## config.mk

```make
export PLATFORM = sky130hd
export DESIGN_NAME = thermal_load_power_policy_top
export DESIGN_NICKNAME = d
export VERILOG_FILES = /design/src/sv/tlpp_pkg.sv /design/src/sv/tlpp_ctrl.sv /design/src/sv/tlpp_dpath.sv /design/src/sv/thermal_load_power_policy_top.sv
export SDC_FILE = /design/constraint.sdc
export NUM_CORES = 1
export LEC_CHECK = 0
export BUFFER_PORTS_ARGS = -buffer_cell sky130_fd_sc_hd__buf_2
export CORE_MARGIN = 2
export CORE_UTILIZATION = 29
export CTS_CLUSTER_SIZE = 24
export DETAILED_ROUTE_END_ITERATION = 12
export PLACE_DENSITY_LB_ADDON = 0.1
export SKIP_CTS_REPAIR_TIMING = 1
export SLEW_MARGIN = 20
export SYNTH_ARGS = -nofsm -noshare
export SYNTH_HDL_FRONTEND = slang
export SYNTH_SLANG_ARGS = --single-unit
```

## constraint.sdc

```tcl
create_clock -name clock -period 7.2 [get_ports clock]
set_input_delay 1.08 -clock clock [delete_from_list [all_inputs] [get_ports clock]]
set_output_delay 1.08 -clock clock [all_outputs]
set_load 0.02 [all_outputs]
```

## src/sv/tlpp_pkg.sv

```systemverilog
// Shared types and constants of the thermal and load power policy block.
`timescale 1ns / 1ps
package tlpp_pkg;

   localparam int CORE_W  = 3;
   localparam int FREQ_W  = 24;
   localparam int TEMP_W  = 19;
   localparam int LOAD_W  = 16;
   localparam int MEM_W   = 2;
   localparam int ACT_W   = 2;
   localparam int SLEEP_W = 13;
   localparam int EPP_W   = 8;
   localparam int MASK_W  = 8;
   localparam int CSR_W   = 19;
   localparam int CSRI_W  = 2;
   localparam int MAX_SLOTS = 8;

   // Item kinds.
   localparam logic KIND_INIT = 1'b0;
   localparam logic KIND_TICK = 1'b1;

   // Register indexes.
   localparam logic [CSRI_W-1:0] CSR_MASK    = 2'd0;
   localparam logic [CSRI_W-1:0] CSR_TRIP    = 2'd1;
   localparam logic [CSRI_W-1:0] CSR_RECOVER = 2'd2;

   localparam logic [MASK_W-1:0]        MASK_RESET    = 8'hFF;
   localparam logic signed [TEMP_W-1:0] TRIP_RESET    = 19'sd85000;
   localparam logic signed [TEMP_W-1:0] RECOVER_RESET = 19'sd78000;

   // Activity classes.
   localparam logic [ACT_W-1:0] ACT_IDLE     = 2'd0;
   localparam logic [ACT_W-1:0] ACT_LIGHT    = 2'd1;
   localparam logic [ACT_W-1:0] ACT_MODERATE = 2'd2;
   localparam logic [ACT_W-1:0] ACT_HEAVY    = 2'd3;

   // Memory pressure levels.
   localparam logic [MEM_W-1:0] MEM_RISING   = 2'd1;
   localparam logic [MEM_W-1:0] MEM_CRITICAL = 2'd2;

   localparam logic [SLEEP_W-1:0] SLEEP_HEAVY    = 13'd200;
   localparam logic [SLEEP_W-1:0] SLEEP_MODERATE = 13'd1000;
   localparam logic [SLEEP_W-1:0] SLEEP_LIGHT    = 13'd3000;
   localparam logic [SLEEP_W-1:0] SLEEP_IDLE     = 13'd8000;

   localparam logic [EPP_W-1:0] EPP_PERF = 8'd0;
   localparam logic [EPP_W-1:0] EPP_BAL  = 8'd128;
   localparam logic [EPP_W-1:0] EPP_SAVE = 8'd200;

   // Division by twenty: (x >> 2) / 5 as a multiply by ceil(2^24 / 5), exact for
   // every 22-bit operand.
   localparam int DIV5_SHIFT = 24;
   localparam logic [21:0] DIV5_MULT = 22'd3355444;

   // Commands from the controller to the datapath.
   typedef struct packed {
      logic init_write;   // record an init transfer
      logic load_tick;    // capture the tick fields
      logic classify;     // compute activity, sleep and preference
      logic issue;        // read one core into the walk pipeline
      logic last;         // the issued core is the final one
   } tlpp_cmd_type;

endpackage

```

## src/sv/tlpp_ctrl.sv

```systemverilog
// Controller state machine that sequences init records and policy ticks.
`timescale 1ns / 1ps
module tlpp_ctrl
   import tlpp_pkg::*;
#(
   parameter int SLOTS = 8,
   parameter int IDX_W = 3
) (
   input  logic             clock,
   input  logic             reset,
   input  logic             start,
   input  logic             kind,
   output logic             busy,
   output tlpp_cmd_type     cmd,
   output logic [IDX_W-1:0] walk_idx
);

   localparam logic [1:0] ST_IDLE  = 2'd0;
   localparam logic [1:0] ST_CLASS = 2'd1;
   localparam logic [1:0] ST_WALK  = 2'd2;
   localparam logic [1:0] ST_DRAIN = 2'd3;
   localparam logic [IDX_W-1:0] LAST_IDX = IDX_W'(SLOTS - 1);

   logic [1:0]       state_ff, state_in;
   logic [IDX_W-1:0] idx_ff, idx_in;

   always_comb begin
      state_in = state_ff;
      idx_in   = idx_ff;
      cmd      = '0;
      case (state_ff)
         ST_IDLE: begin
            idx_in = '0;
            if (start) begin
               if (kind == KIND_TICK) begin
                  cmd.load_tick = 1'b1;
                  state_in      = ST_CLASS;
               end else begin
                  cmd.init_write = 1'b1;
               end
            end
         end
         ST_CLASS: begin
            cmd.classify = 1'b1;
            state_in     = ST_WALK;
         end
         ST_WALK: begin
            cmd.issue = 1'b1;
            cmd.last  = (idx_ff == LAST_IDX);
            if (idx_ff == LAST_IDX) begin
               state_in = ST_DRAIN;
            end else begin
               idx_in = idx_ff + 1'b1;
            end
         end
         ST_DRAIN: begin
            state_in = ST_IDLE;
         end
         default: begin
            state_in = ST_IDLE;
         end
      endcase
   end

   always_ff @(posedge clock) begin
      if (reset) begin
         state_ff <= ST_IDLE;
         idx_ff   <= '0;
      end else begin
         state_ff <= state_in;
         idx_ff   <= idx_in;
      end
   end

   assign busy     = (state_ff != ST_IDLE);
   assign walk_idx = idx_ff;

endmodule

```

## src/sv/tlpp_dpath.sv

```systemverilog
// Datapath: registers, per-core state, tick classification and the core walk pipeline.
`timescale 1ns / 1ps
module tlpp_dpath
   import tlpp_pkg::*;
#(
   parameter int SLOTS = 8,
   parameter int IDX_W = 3
) (
   input  logic                      clock,
   input  logic                      reset,
   input  tlpp_cmd_type              cmd,
   input  logic [IDX_W-1:0]          walk_idx,
   input  logic                      csr_we,
   input  logic [CSRI_W-1:0]         csr_index,
   input  logic [CSR_W-1:0]          csr_wdata,
   input  logic [CORE_W-1:0]         req_core_index,
   input  logic [FREQ_W-1:0]         req_freq_khz,
   input  logic signed [TEMP_W-1:0]  req_peak_temp_mdeg,
   input  logic [LOAD_W-1:0]         req_load_avg_q,
   input  logic [MEM_W-1:0]          req_mem_level,
   output logic                      rsp_strobe,
   output logic [ACT_W-1:0]          rsp_activity,
   output logic [SLEEP_W-1:0]        rsp_interval_ms,
   output logic [EPP_W-1:0]          rsp_epp_choice,
   output logic [CORE_W-1:0]         rsp_out_core,
   output logic                      rsp_core_valid,
   output logic [FREQ_W-1:0]         rsp_cap_khz,
   output logic                      rsp_cap_changed,
   output logic                      rsp_epp_changed,
   output logic                      rsp_last
);

   localparam int CNT_W = 4;
   localparam int THR_W = 21;
   localparam logic [CORE_W:0] SLOTS_C = (CORE_W + 1)'(SLOTS);

   // Configuration registers.
   logic [MASK_W-1:0]        mask_ff;
   logic signed [TEMP_W-1:0] trip_ff;
   logic signed [TEMP_W-1:0] recover_ff;

   always_ff @(posedge clock) begin
      if (reset) begin
         mask_ff    <= MASK_RESET;
         trip_ff    <= TRIP_RESET;
         recover_ff <= RECOVER_RESET;
      end else if (csr_we) begin
         case (csr_index)
            CSR_MASK:    mask_ff    <= csr_wdata[MASK_W-1:0];
            CSR_TRIP:    trip_ff    <= csr_wdata;
            CSR_RECOVER: recover_ff <= csr_wdata;
            default:     ;
         endcase
      end
   end

   // Per-core state.
   logic [FREQ_W-1:0] orig_cap_ff [0:SLOTS-1];
   logic [FREQ_W-1:0] cur_cap_ff  [0:SLOTS-1];
   logic [EPP_W-1:0]  epp_val_ff  [0:SLOTS-1];
   logic [SLOTS-1:0]  known_ff;
   logic [SLOTS-1:0]  epp_wr_ff;

   // Tick fields and classification.
   logic signed [TEMP_W-1:0] peak_ff;
   logic [LOAD_W-1:0]        load_ff;
   logic [MEM_W-1:0]         mem_ff;
   logic [ACT_W-1:0]         act_ff, act_in;
   logic [SLEEP_W-1:0]       sleep_ff, sleep_in;
   logic [EPP_W-1:0]         epp_ff, epp_in;
   logic                     over_ff, recov_ff, any_on_ff;

   logic [CNT_W-1:0] online_n;
   logic [THR_W-1:0] load_x5, load_x20, n_x1024, n_x256;
   logic             over_c, heavy_load, above_idle, below_light;

   always_comb begin
      online_n = '0;
      for (int i = 0; i < SLOTS; i++) begin
         online_n = online_n + CNT_W'(mask_ff[i]);
      end
   end

   always_comb begin
      load_x5  = THR_W'(load_ff) * THR_W'(5);
      load_x20 = THR_W'(load_ff) * THR_W'(20);
      n_x1024  = THR_W'(online_n) << 10;
      n_x256   = THR_W'(online_n) << 8;
      over_c      = (peak_ff > trip_ff);
      heavy_load  = (online_n != '0) && (load_x5 > n_x1024);
      above_idle  = (online_n != '0) && (load_x20 > n_x256);
      below_light = (online_n == '0) || (load_x5 < n_x256);

      if (over_c || mem_ff >= MEM_CRITICAL) begin
         act_in = ACT_HEAVY;
      end else if (mem_ff == MEM_RISING || heavy_load) begin
         act_in = ACT_MODERATE;
      end else if (above_idle) begin
         act_in = ACT_LIGHT;
      end else begin
         act_in = ACT_IDLE;
      end

      if (act_in == ACT_IDLE) begin
         epp_in = EPP_SAVE;
      end else if (heavy_load) begin
         epp_in = EPP_PERF;
      end else if (below_light) begin
         epp_in = EPP_SAVE;
      end else begin
         epp_in = EPP_BAL;
      end

      case (act_in)
         ACT_HEAVY:    sleep_in = SLEEP_HEAVY;
         ACT_MODERATE: sleep_in = SLEEP_MODERATE;
         ACT_LIGHT:    sleep_in = SLEEP_LIGHT;
         default:      sleep_in = SLEEP_IDLE;
      endcase
   end

   always_ff @(posedge clock) begin
      if (cmd.load_tick) begin
         peak_ff <= req_peak_temp_mdeg;
         load_ff <= req_load_avg_q;
         mem_ff  <= req_mem_level;
      end
      if (cmd.classify) begin
         act_ff    <= act_in;
         sleep_ff  <= sleep_in;
         epp_ff    <= epp_in;
         over_ff   <= over_c;
         recov_ff  <= (peak_ff <= recover_ff);
         any_on_ff <= (online_n != '0);
      end
   end

   // Walk stage one: read the core and register its cap divided by twenty.
   logic              s1_valid_ff, s1_last_ff, s1_on_ff, s1_known_ff, s1_eppw_ff;
   logic [IDX_W-1:0]  s1_idx_ff;
   logic [FREQ_W-1:0] s1_cur_ff, s1_orig_ff;
   logic [19:0]       s1_q_ff;
   logic [EPP_W-1:0]  s1_eppv_ff;
   logic [43:0]       div_prod;

   assign div_prod = 44'(cur_cap_ff[walk_idx][FREQ_W-1:2]) * 44'(DIV5_MULT);

   always_ff @(posedge clock) begin
      if (reset) begin
         s1_valid_ff <= 1'b0;
      end else begin
         s1_valid_ff <= cmd.issue;
      end
      s1_last_ff  <= cmd.last;
      s1_idx_ff   <= walk_idx;
      s1_on_ff    <= mask_ff[walk_idx];
      s1_known_ff <= known_ff[walk_idx];
      s1_eppw_ff  <= epp_wr_ff[walk_idx];
      s1_eppv_ff  <= epp_val_ff[walk_idx];
      s1_cur_ff   <= cur_cap_ff[walk_idx];
      s1_orig_ff  <= orig_cap_ff[walk_idx];
      s1_q_ff     <= div_prod[DIV5_SHIFT+19:DIV5_SHIFT];
   end

   // Walk stage two: new cap, preference update and the result register.
   logic              valid_c, cap_chg_c, epp_chg_c;
   logic [FREQ_W-1:0] red_c, flo_c, tgt_c;

   always_comb begin
      valid_c = s1_on_ff && s1_known_ff;
      red_c   = s1_cur_ff - FREQ_W'(s1_q_ff);
      flo_c   = s1_orig_ff >> 1;
      if (over_ff) begin
         tgt_c = (red_c < flo_c) ? flo_c : red_c;
      end else if (recov_ff && s1_cur_ff < s1_orig_ff) begin
         tgt_c = s1_orig_ff;
      end else begin
         tgt_c = s1_cur_ff;
      end
      cap_chg_c = valid_c && (tgt_c != s1_cur_ff);
      epp_chg_c = s1_on_ff && any_on_ff && (!s1_eppw_ff || s1_eppv_ff != epp_ff);
   end

   logic init_ok;
   assign init_ok = cmd.init_write && ({1'b0, req_core_index} < SLOTS_C);

   always_ff @(posedge clock) begin
      if (reset) begin
         known_ff  <= '0;
         epp_wr_ff <= '0;
      end else begin
         if (init_ok) begin
            known_ff[IDX_W'(req_core_index)] <= 1'b1;
         end
         if (s1_valid_ff && epp_chg_c) begin
            epp_wr_ff[s1_idx_ff] <= 1'b1;
         end
      end
   end

   always_ff @(posedge clock) begin
      if (init_ok) begin
         orig_cap_ff[IDX_W'(req_core_index)] <= req_freq_khz;
         cur_cap_ff[IDX_W'(req_core_index)]  <= req_freq_khz;
      end else if (s1_valid_ff && cap_chg_c) begin
         cur_cap_ff[s1_idx_ff] <= tgt_c;
      end
      if (s1_valid_ff && epp_chg_c) begin
         epp_val_ff[s1_idx_ff] <= epp_ff;
      end
   end

   logic rsp_strobe_ff;

   always_ff @(posedge clock) begin
      if (reset) begin
         rsp_strobe_ff <= 1'b0;
      end else begin
         rsp_strobe_ff <= s1_valid_ff;
      end
      rsp_activity    <= act_ff;
      rsp_interval_ms <= sleep_ff;
      rsp_epp_choice  <= epp_ff;
      rsp_out_core    <= CORE_W'(s1_idx_ff);
      rsp_core_valid  <= valid_c;
      rsp_cap_khz     <= valid_c ? tgt_c : '0;
      rsp_cap_changed <= cap_chg_c;
      rsp_epp_changed <= epp_chg_c;
      rsp_last        <= s1_last_ff;
   end

   assign rsp_strobe = rsp_strobe_ff;

endmodule

```

## src/sv/thermal_load_power_policy_top.sv

```systemverilog
// Top level of the thermal and load power policy block.
//
//   channel   direction  handshake           payload
//   req_      in         start, busy         kind, core index, frequency, peak, load, memory
//   rsp_      out        rsp_strobe          activity, interval, preference, core, cap, flags
//   csr_      in         csr_we              csr_index, csr_wdata
//
// An init transfer is taken while busy stays low, so init records can follow
// each other on every cycle. A tick holds busy high through a classify state,
// a walk state that issues each of the NUM_CORES (at most eight) cores in turn
// into a two-stage walk pipeline, and a drain state; the per-core results come
// out on consecutive cycles, one per core, the last one marked by rsp_last.
// The walk is set by the single read port of the per-core cap store and the
// shared divide-by-twenty multiplier. Reset is synchronous and active high; it
// loads the register defaults and clears the known and preference-written
// flags. The receiver cannot stall, so every result transfer completes in the
// one cycle its strobe is high.
`timescale 1ns / 1ps
module thermal_load_power_policy_top
   import tlpp_pkg::*;
#(
   parameter int NUM_CORES = 8
) (
   input  logic                      clock,
   input  logic                      reset,
   input  logic                      start,
   output logic                      busy,
   input  logic                      req_kind,
   input  logic [CORE_W-1:0]         req_core_index,
   input  logic [FREQ_W-1:0]         req_freq_khz,
   input  logic signed [TEMP_W-1:0]  req_peak_temp_mdeg,
   input  logic [LOAD_W-1:0]         req_load_avg_q,
   input  logic [MEM_W-1:0]          req_mem_level,
   output logic                      rsp_strobe,
   output logic [ACT_W-1:0]          rsp_activity,
   output logic [SLEEP_W-1:0]        rsp_interval_ms,
   output logic [EPP_W-1:0]          rsp_epp_choice,
   output logic [CORE_W-1:0]         rsp_out_core,
   output logic                      rsp_core_valid,
   output logic [FREQ_W-1:0]         rsp_cap_khz,
   output logic                      rsp_cap_changed,
   output logic                      rsp_epp_changed,
   output logic                      rsp_last,
   input  logic                      csr_we,
   input  logic [CSRI_W-1:0]         csr_index,
   input  logic [CSR_W-1:0]          csr_wdata
);

   // Only the first eight cores have slots; higher cores are never reported.
   localparam int SLOTS = (NUM_CORES < MAX_SLOTS) ? NUM_CORES : MAX_SLOTS;
   localparam int IDX_W = (SLOTS > 1) ? $clog2(SLOTS) : 1;

   tlpp_cmd_type     cmd;
   logic [IDX_W-1:0] walk_idx;

   // The controller decides when an item is taken and steps the core walk.
   tlpp_ctrl #(
      .SLOTS (SLOTS),
      .IDX_W (IDX_W)
   ) u_ctrl (
      .clock    (clock),
      .reset    (reset),
      .start    (start),
      .kind     (req_kind),
      .busy     (busy),
      .cmd      (cmd),
      .walk_idx (walk_idx)
   );

   // The datapath holds the registers, the per-core state and the result register.
   tlpp_dpath #(
      .SLOTS (SLOTS),
      .IDX_W (IDX_W)
   ) u_dpath (
      .clock              (clock),
      .reset              (reset),
      .cmd                (cmd),
      .walk_idx           (walk_idx),
      .csr_we             (csr_we),
      .csr_index          (csr_index),
      .csr_wdata          (csr_wdata),
      .req_core_index     (req_core_index),
      .req_freq_khz       (req_freq_khz),
      .req_peak_temp_mdeg (req_peak_temp_mdeg),
      .req_load_avg_q     (req_load_avg_q),
      .req_mem_level      (req_mem_level),
      .rsp_strobe         (rsp_strobe),
      .rsp_activity       (rsp_activity),
      .rsp_interval_ms    (rsp_interval_ms),
      .rsp_epp_choice     (rsp_epp_choice),
      .rsp_out_core       (rsp_out_core),
      .rsp_core_valid     (rsp_core_valid),
      .rsp_cap_khz        (rsp_cap_khz),
      .rsp_cap_changed    (rsp_cap_changed),
      .rsp_epp_changed    (rsp_epp_changed),
      .rsp_last           (rsp_last)
   );

endmodule

```

-- After elaboration in Yosys (flattened, before gate mapping)
Memory sizes are Yosys's and may differ from the RTL's. A register that Yosys moved wholly into a read port is not among the register bits.
Cells that the tools add are included.
- memory bits (writable): 448
- word-level logic and storage cells: 154
- input bits: 90
- bits in registers: 237
- output and inout port bits: 56
- memories: 3
- memories (name ; depth ; bits a word ; read ports ; clocked after Yosys merged registers in ; wr ports ; line ; RTL):
    u_dpath.cur_cap_ff ; 8 ; 24 ; 1 ; 1 ; 1 ; tlpp_dpath.sv:59 ; logic [FREQ_W-1:0] cur_cap_ff [0:SLOTS-1];
    u_dpath.orig_cap_ff ; 8 ; 24 ; 1 ; 1 ; 1 ; tlpp_dpath.sv:58 ; logic [FREQ_W-1:0] orig_cap_ff [0:SLOTS-1];
    u_dpath.epp_val_ff ; 8 ; 8 ; 1 ; 1 ; 1 ; tlpp_dpath.sv:60 ; logic [EPP_W-1:0] epp_val_ff [0:SLOTS-1];
- add/subtract/negate cells: 9
- equality and inequality tests: 16
- multiply operators: 3
- mux-type cells: 43
- $lt $le $gt $ge: 13
- reduce and logical (&&, ||, !) cells: 30
- bitwise operators: 2
- operator list (operator ; number):
    two-way mux 24 bit ; 4
    multiplier 22 x 20 -> 42 bit, second input constant ; 1
    case mux 13 bit (3 select lines) ; 1
    multiplier 16 x 3 -> 19 bit, second input constant ; 2
    adder 4 x 1 -> 4 bit ; 6
    less-than comparator 24 x 23 -> 1 bit ; 1
    less-than comparator 24 bit ; 1
    != test 24 bit ; 1
    OR reduction 24 bit ; 1
    subtractor 24 x 20 -> 24 bit ; 1
    greater-than comparator 21 x 12 -> 1 bit ; 1
    greater-than comparator 19 x 14 -> 1 bit ; 1
    greater-than comparator 19 bit ; 1
    less-or-equal comparator 19 bit ; 1
    less-than comparator 19 x 12 -> 1 bit ; 1
    two-way mux 1 bit ; 17
    two-way mux 2 bit ; 8
    OR 8 bit ; 2
    less-than comparator 3 x 4 -> 1 bit, second input constant ; 3
    two-way mux 3 bit ; 4
    logical AND 1 bit ; 11
    equality test 2 bit, second input constant ; 5
    binary-select mux 1 bit (select 3 bit) ; 3
    equality test 2 x 1 -> 1 bit, second input constant ; 4
    other kinds (22) ; 35

-- Depth between registers and ports, before layout
- word-level depth: 14
- mapped depth: 31

-- Cells and area by module
Synthesis repeated with hierarchy kept, for this count alone.
- cell total of the unflattened synthesis: 2765
- area, all modules: 35903.2 um^2
- modules (own cells, without submodules) (module ; area each (um^2) ; cells each ; instances):
    tlpp_dpath ; 35575.4 ; 2728 ; 1
    tlpp_ctrl ; 327.8 ; 37 ; 1

-- Worst setup path before layout
No wires, ideal clock.
- path kind: register to register
- start point: register (tool-made name)
- end point: register u_dpath.s1_q_ff[13]
- data required time: 7.082 ns
- clock period less this slack: 7.946 ns
- path buffers: 2
- arrival time: 7.828 ns
- stages on the path, launching flop included: 27
- slack: -0.746 ns
- library setup time: 0.118 ns
- path through: dfxtp_1 -> buf_2 -> buf_1 -> mux4_2 -> mux2_2 -> ha_1 -> inv_1 -> fa_1 -> inv_1 -> ha_1 -> fa_1 -> fa_1 -> fa_1 -> fa_1 -> ha_1 -> a2111oi_0 -> o21a_1 -> nand3_1 -> a21oi_1 -> o21bai_1 -> and4_1 -> o21ai_0 -> o21ai_0 -> nor2_1 -> o21ai_0 -> a21o_1 -> xor2_1
- RTL lines (item ; line ; RTL):
    end signal, assigned ; tlpp_dpath.sv:162 ; s1_q_ff <= div_prod[DIV5_SHIFT+19:DIV5_SHIFT];
    end, declared ; tlpp_dpath.sv:142 ; logic [19:0] s1_q_ff;

==> qor.csv <==
metric,value,unit
number of antenna violations at the first check in global routing,14,
startpoint types,flip-flop,
most used standard cells in the synthesized netlist,"451 x edfxtp_1, 398 x inv_1, 364 x ha_1, 191 x dfxtp_1, 163 x fa_1",
cell area after synthesis,36100,um^2
CP Capture Type,flip-flop,
total global routing track utilization,0.173,
total placed instance area,40800,um^2
async set-or-reset flop fraction in the synthesized netlist,0,
Antenna Nets Post-Route,0,
later-pin clock latency in the skew report,0.67,ns
Synth top area share,0.375,
worst-margin pin slew,1.01,ns
number of filler cells placed in the layout,12100,
Routed WL per cell,22.4,um
net count of the finished layout,3829,
height of the die,357,um
most common cell in the synthesized netlist,edfxtp_1,
final critical delay including setup and external delays,7.12,ns
via/cell ratio,4.72,
routed wire length,110000,um
critical path class,flip-flop to flip-flop,
slew margin rel.,0.317,
average instance area after synthesis,13.0,um^2
area used by sequential logic in the layout,17400,um^2
post-route clock skew,0.0250,ns
Port-buffer cells,137,
DRC violation total after the first TritonRoute iteration,1236,
class of the tightest hold or removal check,flip-flop to flip-flop,
area of combinational cells with multiple inputs,17600,um^2
CTS sink cnt,642,
register bit count reported by yosys,642,
"Setup violations, final",0,
Initial Util,0.292,
post-route cell area,44300,um^2
most area-consuming cells after synthesis,"edfxtp_1 38%, ha_1 13%, dfxtp_1 11%, fa_1 9.0%, mux4_2 6.6%",
Max Cap Violations,0,
area grow syn2layout,22.9,%
unrepaired setup endpoints after global routing,true,
fraction of the yosys area taken by sequential cells,0.481,
fmax,140,MHz
count of vias placed by the detailed router,23200,
dominant cell type by count on the critical path,fa_1,
placed insts,4747,
clock tree from TritonCTS,done,
synthesis warning total,0,
H-tree levels,3,
number of detailed-route iterations in the first pass,7,
global-route wire length before repair,161000,um
number of buffers created by CTS,77,
vias in the first global route,25000,
clock edge transition at the registers on the reported setup and hold paths,0.06,ns
number of hold violations in the final report,0,
top cell type by total area after synthesis,edfxtp_1,
result of the run,"finished, final reports clean",
overall die width,357,um
detailed-placement wirelength estimate,83100,um
area of the core,124000,um^2
count of flip-flops with a built-in enable after synthesis,451,
total I/O pin count,146,
post-route clock period utilization,0.989,
buffer levels on the longest clock path,3,
setup tns final,0,ns
"Cell Count, Final, Fillers Out",4914,
count of distinct cell types in the synthesized netlist,95,
cell at the slowest stage of the critical path,fa_2,
Max Transition Viols Final,0,
ys flop type,edfxtp_1,
pin count of the biggest net entering global routing,70,
Crit Path Max Fanout,7,
Layout Utilization,0.359,
CP Data Arrival Time,7.67,ns
fraction of layout instances using a drive strength above 1,0.266,
die footprint,127000,um^2
standard-cell row count,129,
post-route DRC violation count,0,
Critical Path RT,7.74,ns
CTS root buf,clkbuf_16,
weighted congestion reported at the end of routability-driven placement,0.884,
peak per-stage delay on the critical path,0.55,ns
gate count of the mapped netlist,2784,
GR Overflow Total,0,
worst paths after layout:
check	cells past startpoint	endpoint	from	slack, ns
max	26	u_dpath.s1_q_ff[19]	flip-flop	0.08
min	0	u_dpath.rsp_interval_ms[11]	u_dpath.sleep_ff[11]	0.35
max reg2reg	26	u_dpath.s1_q_ff[19]	flip-flop	0.08
min reg2reg	0	u_dpath.rsp_interval_ms[11]	u_dpath.sleep_ff[11]	0.35
cell type report:
cell class | instances | area share
Clock buffer | 102 | 0.0483
Tap cell | 1637 | 0.0462
Antenna cell | 2 | 0.000113
Clock inverter | 40 | 0.00925
Inverter | 398 | 0.0338
Multi-Input combinational cell | 1664 | 0.397
Timing Repair Buffer | 429 | 0.0738
Sequential cell | 642 | 0.392
per-layer routing:
metal / GRT usage / vias to the layer above / share of wire
li1: - / 10800 / -
met1: 0.226 / 11700 / 0.45
met2: 0.298 / 487 / 0.49
met3: 0.0252 / 136 / 0.037
met4: 0.0484 / 4 / 0.025
met5: 0 / - / 0.00019
logic make-up after synthesis:
group | after synthesis | synth area share
DFF | 642 | 0.481
buffers and inverters | 485 | 0.0533
muxes | 190 | 0.0931
adders and majority gates | 527 | 0.217
and+or+nand+nor | 463 | 0.0621
AOI/OAI and AO/OA | 400 | 0.0753
other | 1 | 0.000104
xor gates and xnor gates | 76 | 0.0184
registers in the layout (all words and copies together), names as in the netlist, 3 cells and up, named ones only:
| register | flops |
|---|---|
| u_dpath.orig_cap_ff | 192 |
| u_ctrl.walk_idx | 3 |
| u_dpath.epp_val_ff | 16 |
| u_dpath.sleep_ff | 7 |
| u_dpath.peak_ff | 19 |
| u_dpath.s1_idx_ff | 3 |
| u_dpath.rsp_out_core | 3 |
| u_dpath.mask_ff | 8 |
| u_dpath.load_ff | 16 |
| u_dpath.rsp_cap_khz | 24 |
| u_dpath.cur_cap_ff | 192 |
| u_dpath.recover_ff | 19 |
| u_dpath.known_ff | 8 |
| u_dpath.epp_wr_ff | 8 |
| u_dpath.s1_cur_ff | 24 |
| u_dpath.trip_ff | 19 |
| u_dpath.s1_orig_ff | 24 |
| u_dpath.rsp_interval_ms | 7 |
| u_dpath.s1_q_ff | 20 |
worst max-delay path, delay by kind of cell, from the launching register on:
kind                     cells  cell delay [ns]
adder cells (fa/ha/maj)      8             3.31
AO/OA/AOI/OAI                5             1.02
multiplexers                 2             0.81
AND/OR/NAND/NOR              4             0.80
buffers and inverters        6             0.54
flip-flops                   1             0.42
XOR/XNOR                     1             0.07
per-stage QoR:
stage          worst slack [ns]  hold slack (ns)
2_1_floorplan            -0.509            0.310
3_3_place_gp             -0.434            0.331
3_5_place_dp             -0.445            0.327
4_1_cts                  -0.503            0.346
5_1_grt                  -0.194            0.357
6_report                 0.0781            0.346
layout by cell type, fill, tap and decap left out, types with 28 or more instances in the layout:
master,instances
a21o_1,28
buf_2,137
xnor2_1,43
edfxtp_1,451
dfxtp_1,185
fa_1,152
inv_1,379
a21oi_1,109
mux2_4,28
xor2_1,32
nor2_1,119
clkbuf_16,81
nand2_1,136
buf_4,256
mux4_2,106
mux2_2,43
o21ai_0,67
ha_4,28
ha_1,328
Power is not shown: default switching activity piles up to over one toggle a cycle in this logic, so the estimate is an artifact.
